==> src/sv/arpc_pkg.sv <==
// shared types and codes for the arp cache table
`default_nettype none
package arpc_pkg;

    localparam int IDX_W  = 6;
    localparam int PORT_W = 8;
    localparam int CNT_W  = 7;

    localparam logic [2:0] OP_INSERT  = 3'd0;
    localparam logic [2:0] OP_STATIC  = 3'd1;
    localparam logic [2:0] OP_REFRESH = 3'd2;
    localparam logic [2:0] OP_FIND    = 3'd3;
    localparam logic [2:0] OP_REMOVE  = 3'd4;
    localparam logic [2:0] OP_CLEAR   = 3'd5;
    localparam logic [2:0] OP_SWEEP   = 3'd6;

    localparam logic [1:0] ST_OK   = 2'd0;
    localparam logic [1:0] ST_MISS = 2'd1;
    localparam logic [1:0] ST_FULL = 2'd2;

    typedef struct packed {
        logic [2:0]  operation;
        logic [31:0] ip_address;
        logic [47:0] mac_address;
        logic [3:0]  port_id;
        logic [31:0] now_time;
    } in_item_t;

    typedef struct packed {
        logic [1:0]  status;
        logic [31:0] entry_address;
        logic [47:0] found_mac;
        logic [3:0]  found_port;
        logic [31:0] learned_time;
        logic        entry_static;
        logic        last;
    } out_item_t;

    // probe that walks the row of cells, one cell per cycle
    typedef struct packed {
        logic              active;
        logic              hit;
        logic [IDX_W-1:0]  hit_idx;
        logic              hit_static;
        logic [47:0]       hit_mac;
        logic [PORT_W-1:0] hit_port;
        logic [31:0]       hit_learned;
        logic [31:0]       hit_expiry;
        logic              free_ok;
        logic [IDX_W-1:0]  free_idx;
        logic              min_ok;
        logic [31:0]       min_key;
        logic [IDX_W-1:0]  min_idx;
        logic [CNT_W-1:0]  pend_cnt;
    } token_t;

    // broadcast from the sequencer to every cell
    typedef struct packed {
        logic [31:0]       key;
        logic [31:0]       now;
        logic              wr_en;
        logic [IDX_W-1:0]  wr_idx;
        logic [47:0]       wr_mac;
        logic [PORT_W-1:0] wr_port;
        logic [31:0]       wr_expiry;
        logic              wr_static;
        logic              inval_en;
        logic [IDX_W-1:0]  inval_idx;
        logic              clr_all;
        logic              mark;
    } cmd_t;

endpackage
`default_nettype wire

==> src/sv/arpc_cell.sv <==
// one table slot: binding storage plus one stage of the probe chain
`default_nettype none
module arpc_cell #(
    parameter int CELL_IDX  = 0,
    parameter int PORT_BITS = 4
) (
    input  wire                     clk,
    input  wire                     rst_n,
    input  wire  arpc_pkg::cmd_t    cmd,
    input  wire  arpc_pkg::token_t  tok_in,
    output arpc_pkg::token_t        tok_out
);

    localparam logic [arpc_pkg::IDX_W-1:0] MY_IDX = arpc_pkg::IDX_W'(CELL_IDX);

    logic                  valid_reg;
    logic                  pend_reg;
    logic                  static_reg;
    logic [31:0]           key_reg;
    logic [47:0]           mac_reg;
    logic [PORT_BITS-1:0]  port_reg;
    logic [31:0]           learned_reg;
    logic [31:0]           expiry_reg;
    arpc_pkg::token_t      tok_reg;
    arpc_pkg::token_t      tok_next;

    logic wr_here;
    logic inval_here;

    assign wr_here    = cmd.wr_en && (cmd.wr_idx == MY_IDX);
    assign inval_here = cmd.inval_en && (cmd.inval_idx == MY_IDX);

    always_ff @(posedge clk or negedge rst_n)
    begin
        if (!rst_n)
        begin
            valid_reg <= 1'b0;
            pend_reg  <= 1'b0;
        end
        else
        begin
            if (cmd.clr_all)
                valid_reg <= 1'b0;
            else if (wr_here)
                valid_reg <= 1'b1;
            else if (inval_here)
                valid_reg <= 1'b0;

            if (cmd.clr_all || inval_here)
                pend_reg <= 1'b0;
            else if (cmd.mark)
                pend_reg <= valid_reg && !static_reg && (cmd.now >= expiry_reg);
        end
    end

    always_ff @(posedge clk)
    begin
        if (wr_here)
        begin
            static_reg  <= cmd.wr_static;
            key_reg     <= cmd.key;
            mac_reg     <= cmd.wr_mac;
            port_reg    <= cmd.wr_port[PORT_BITS-1:0];
            learned_reg <= cmd.now;
            expiry_reg  <= cmd.wr_expiry;
        end
    end

    always_comb
    begin
        tok_next = tok_in;
        if (valid_reg && (key_reg == cmd.key) && !tok_in.hit)
        begin
            tok_next.hit         = 1'b1;
            tok_next.hit_idx     = MY_IDX;
            tok_next.hit_static  = static_reg;
            tok_next.hit_mac     = mac_reg;
            tok_next.hit_port    = '0;
            tok_next.hit_port[PORT_BITS-1:0] = port_reg;
            tok_next.hit_learned = learned_reg;
            tok_next.hit_expiry  = expiry_reg;
        end
        if (!valid_reg && !tok_in.free_ok)
        begin
            tok_next.free_ok  = 1'b1;
            tok_next.free_idx = MY_IDX;
        end
        if (pend_reg)
        begin
            tok_next.pend_cnt = tok_in.pend_cnt + arpc_pkg::CNT_W'(1);
            if (!tok_in.min_ok || (key_reg < tok_in.min_key))
            begin
                tok_next.min_ok  = 1'b1;
                tok_next.min_key = key_reg;
                tok_next.min_idx = MY_IDX;
            end
        end
    end

    always_ff @(posedge clk or negedge rst_n)
    begin
        if (!rst_n)
            tok_reg <= '0;
        else
            tok_reg <= tok_next;
    end

    assign tok_out = tok_reg;

endmodule
`default_nettype wire

==> config.mk <==
export PLATFORM = sky130hd
export DESIGN_NAME = arpc_cell
export DESIGN_NICKNAME = d
export VERILOG_FILES = /design/src/sv/arpc_pkg.sv /design/src/sv/arpc_cell.sv
export SDC_FILE = /design/constraint.sdc
export NUM_CORES = 1
export LEC_CHECK = 0
export BUFFER_PORTS_ARGS = -buffer_cell sky130_fd_sc_hd__clkbuf_2
export CORE_AREA = 2 2 210 212
export DETAILED_ROUTE_END_ITERATION = 16
export DIE_AREA = 0 0 212 214
export SYNTH_ARGS = -nofsm -noshare
export SYNTH_HDL_FRONTEND = slang
export SYNTH_SLANG_ARGS = --single-unit
==> constraint.sdc <==
create_clock -name clk -period 3.5 [get_ports clk]
set_input_delay 0.35 -clock clk [delete_from_list [all_inputs] [get_ports clk]]
set_output_delay 0.35 -clock clk [all_outputs]
set_load 0.02 [all_outputs]
=== Word-level counts from Yosys, hierarchy flattened ===
Index checks and enable logic that the tools add are counted.

* Add/sub/neg operators: 1
* Magnitude comparators: 2
* Equality and inequality tests: 1
* Mux-type cells: 9
* Reductions and logical operators: 18

{| class="wikitable"
|+ Operator list
! operator !! count
|-
| $mux W128 || 1
|-
| $mux W46 || 1
|-
| $mux W39 || 1
|-
| $eq A32 B32 Y1 || 1
|-
| $ge A32 B32 Y1 || 1
|-
| $lt A32 B32 Y1 || 1
|-
| $logic_not A6 Y1 || 2
|-
| $add A7 B1 Y7 const B || 1
|-
| $logic_and A1 B1 Y1 || 7
|-
| $mux W7 || 1
|-
| $logic_not A1 Y1 || 5
|-
| $mux W1 || 5
|-
| $reduce_bool A3 Y1 || 1
|-
| $logic_or A1 B1 Y1 || 2
|-
| $reduce_bool A2 Y1 || 1
|}

* Bits in registers: 333
* Input bits: 353
* Logic and storage cells: 53

=== Longest topological paths before layout ===
* Word-level depth: 5
* Depth in mapped cells: 10
* Gate-level depth less buffers: 8

=== Worst setup path after synthesis ===
OpenSTA, ideal clock, no wires.

* Path kind: input to register
* Start point: input port cmd[100] in the netlist's numbering
* End point: register expiry_reg[0], enable pin
* Setup time: 1043 ps
* Arrival: 15103 ps
* Data required time: 2457 ps
* Slack: -12645 ps
* Stages: 2
* Path buffers: 0
* Cells stage by stage: or4b_2 -> nor4_1

* Word-level cells in the longest chain between the ends: 2

{| class="wikitable"
|+ Ends and longest elaborated chain
! element !! RTL line !! source
|-
| from (decl) || arpc_cell.sv:9 || <nowiki>input wire arpc_pkg::cmd_t cmd,</nowiki>
|-
| $logic_not A6 Y1 || arpc_cell.sv:30 || <nowiki>assign wr_here = cmd.wr_en && (cmd.wr_idx == MY_IDX);</nowiki>
|-
| $logic_and A1 B1 Y1 || arpc_cell.sv:30 ||
|-
| net wr_here || arpc_cell.sv:27 || <nowiki>logic wr_here;</nowiki>
|-
| to (signal assigned) || arpc_cell.sv:65 || <nowiki>expiry_reg <= cmd.wr_expiry;</nowiki>
|-
| to (decl) || arpc_cell.sv:23 || <nowiki>logic [31:0] expiry_reg;</nowiki>
|}

The timed path passes the listed nets, and every way through them passes these cells.
A chain may end at the register's enable or synchronous reset.

==> out/qor.yml <==
status: "finished clean"
grt_pass1_wl_um: 62100
die_w_um: 212
worst_r2r_startpoint: "key_reg[17]$_DFFE_PP_"
cts_hold_buffers: 209
grt_setup_unrepaired: "false"
portBuffers: 530
grt_remaining_overflow: 0
drt-total-wl_um: 40800
grt_pass1_vias: 11000
crit_chain: "dlygate4sd3_1, clkbuf_2, xor2_1, a2111o_1, a2111oi_2, nand4_1, nor2_4, buf_12, mux2_2"
dieArea_mm2: 0.0454
worstHoldPathCells: 2
cp_max_fo: 83
numClockSinks: 333
p_leak_nw: 9.11
syn-num-nets: 1238
post-cts-setup-buffer-count: 0
ys_types: 47
postSynthCellCount: 821
drive_gt1_frac: 0.455
tightest_slew_ps: 789
gp_congestion: 0.816
root_buffer: "clkbuf_16"
hold_path.class: "input port to flop"
seq_area_frac_synth: 0.687
fp.coreArea_mm2: 0.0429
synth_warnings: 0
cts_resized: 0
power_density_mw_per_mm2: 472
htree_levels: 2
r2r_setup_slack_ps: 680
crit_path_top_delay_cell: "dlygate4sd3_1"
slew_violations: 0
synth_edf_count: 149
min_period_ps: 2840
dr.pass1.iters: 4
vias: 9629
r2r_cells: 7
path_clk_slew_ps: 60
grt_use_total: 0.180
setup_viol: 0
switching_share: 0.233
largest_register_ffs: 182
die_y_um: 214
routedWlPerCell_um: 18.5
ir_drop_mv: 0.439
placedCellCount: 1928
cp-start-kind: "input port"
dp_hpwl_um: 29100
holdPathEnd: "tok_out[122]$_DFF_PN0_"
stdcell_count: 2211
fmax_mhz: 352
multiInputGateArea_mm2: 0.00376
tritoncts: "built"
critical_path_buf_inv_count: 3
cap_violations: 0
rows: 76
cp-end-kind: "flop"
min-delay-start: "tok_in[122]"
seq_area_mm2: 0.00908
cp_top_family: "buffers and inverters"
ys_ff_latch: 333
async_reset_ff_frac: 0.553
cp.arrival_ps: 3270
final_core_util: 0.469
synth.cell_area_mm2: 0.0132
num-fill-cells: 3762
ys.flop_type: "dfrtp_1"
first_iter_violations: 434
drc_errors: 0
worst_path_largest_cell_delay_ps: 550
p_sw_mw: 2.21
cts.path.max_buffers: 3
cts-buffers-inserted: 39
p_comb_frac: 0.101
crit_required_ps: 3930
grt_max_degree: 86
fin_crit_sh: 0.812
finClkSkew_ps: 23.5
crit_type: "input port to flop"
drtAntennaViolNets: 0
clock_latency_ps: 550
seqPwrFrac: 0.448
start_util: 0.308
antenna_found_initial: 6
num-nets-final: 2010
finalHoldViolCount: 0
ioPinCount: 535
timing.hold.ws_ps: 40.6
p_int_mw: 7.28
maxSlewHeadroom: 0.474
viasPerCell: 4.36
area_delta_synth_final_pct: 52.1
clkPwrFrac: 0.451
synth_area_per_cell_um2: 16.1
r2r-end: "tok_out[88]$_DFF_PN0_"
[layout by cell type, fill, tap and decap left out, drive strengths merged, types with 16 or more instances in the layout]
cell type,instances
clkbuf,582
dlygate4sd3,209
dfrtp,184
edfxtp,149
mux2,148
inv,70
ha,64
xnor2,30
nor2b,24
nand4,22
a21oi,16
[layer usage]
layer	routed length, um	up-vias	global-route usage
met4	1360	2	0.0702
met5	13	-	0
met1	15900	4682	0.204
li1	-	4496	-
met2	20900	363	0.323
met3	2660	86	0.0457
[power groups by stage]
stage	Sequential, mW	Combinational [mW]	Clock, mW
2_1_floorplan	4.46	0.181	0
3_3_place_gp	4.32	0.754	0
3_5_place_dp	4.32	0.767	0
4_1_cts	4.25	0.967	4.38
5_1_grt	4.26	1.04	4.54
6_report	4.25	0.961	4.28
[logic make-up after synthesis]
| kind of cell | Yosys count | share of synthesized area |
|---|---|---|
| mux | 150 | 0.128 |
| fa+ha+maj | 64 | 0.0606 |
| buf+inv | 86 | 0.0297 |
| flops | 333 | 0.687 |
| simple gates | 98 | 0.0422 |
| xor+xnor | 35 | 0.0232 |
| compound gates | 55 | 0.0294 |
[worst max path at each step]
stage	startpoint	to	slack [ps]	depth (start not counted)
3_5_place_dp	key_reg[17]$_DFFE_PP_	tok_out[90]$_DFF_PN0_	610	7
6_report	cmd[154]	tok_out[88]$_DFF_PN0_	660	9
2_1_floorplan	cmd[100]	expiry_reg[0]$_DFFE_PP_	-2630	2
3_3_place_gp	cmd[154]	tok_out[90]$_DFF_PN0_	660	8
5_1_grt	key_reg[17]$_DFFE_PP_	tok_out[90]$_DFF_PN0_	440	7
4_1_cts	key_reg[17]$_DFFE_PP_	tok_out[152]$_DFF_PN0_	590	7
[cells in the mapped netlist (all sizes together) (4+ instances only)]
cell	instances	area (um2)
nand2	10	37.5
nand4	22	138
xnor2	30	263
inv	68	255
nor2	15	63.8
nor3	4	20.0
a21o	12	90.1
buf	17	134
o21ai	7	35.0
nand2b	6	37.5
a21oi	16	80.1
edfxtp	149	4470
nand3	6	30.0
nor2b	24	150
ha	64	801
xor2	5	43.8
mux2	148	1670
dfrtp	184	4600
[metrics by stage]
| step | instance area [um2] | power [mW] | setup TNS (ps) | setup slack [ps] |
|---|---|---|---|---|
| floorplan | 13200 | 4.64 | -394270 | -2630 |
| CTS | 20100 | 9.59 | 0 | 589 |
| global route | 20100 | 9.84 | 0 | 444 |
| finish | 20100 | 9.49 | 0 | 658 |
| global placement | 16600 | 5.08 | 0 | 660 |
| detailed placement | 16600 | 5.09 | 0 | 614 |
[cell type report]
cell class              instances  share of cell area
flip-flops and latches        333               0.452
well taps                     585              0.0364
clock inverters                20              0.0137
repair buffers                749               0.244
clock buffers                  52              0.0540
multi-input cells             402               0.187
diodes                          2            0.000249
inverters                      68              0.0127
Note: power is estimated with default switching activity, not from simulation.
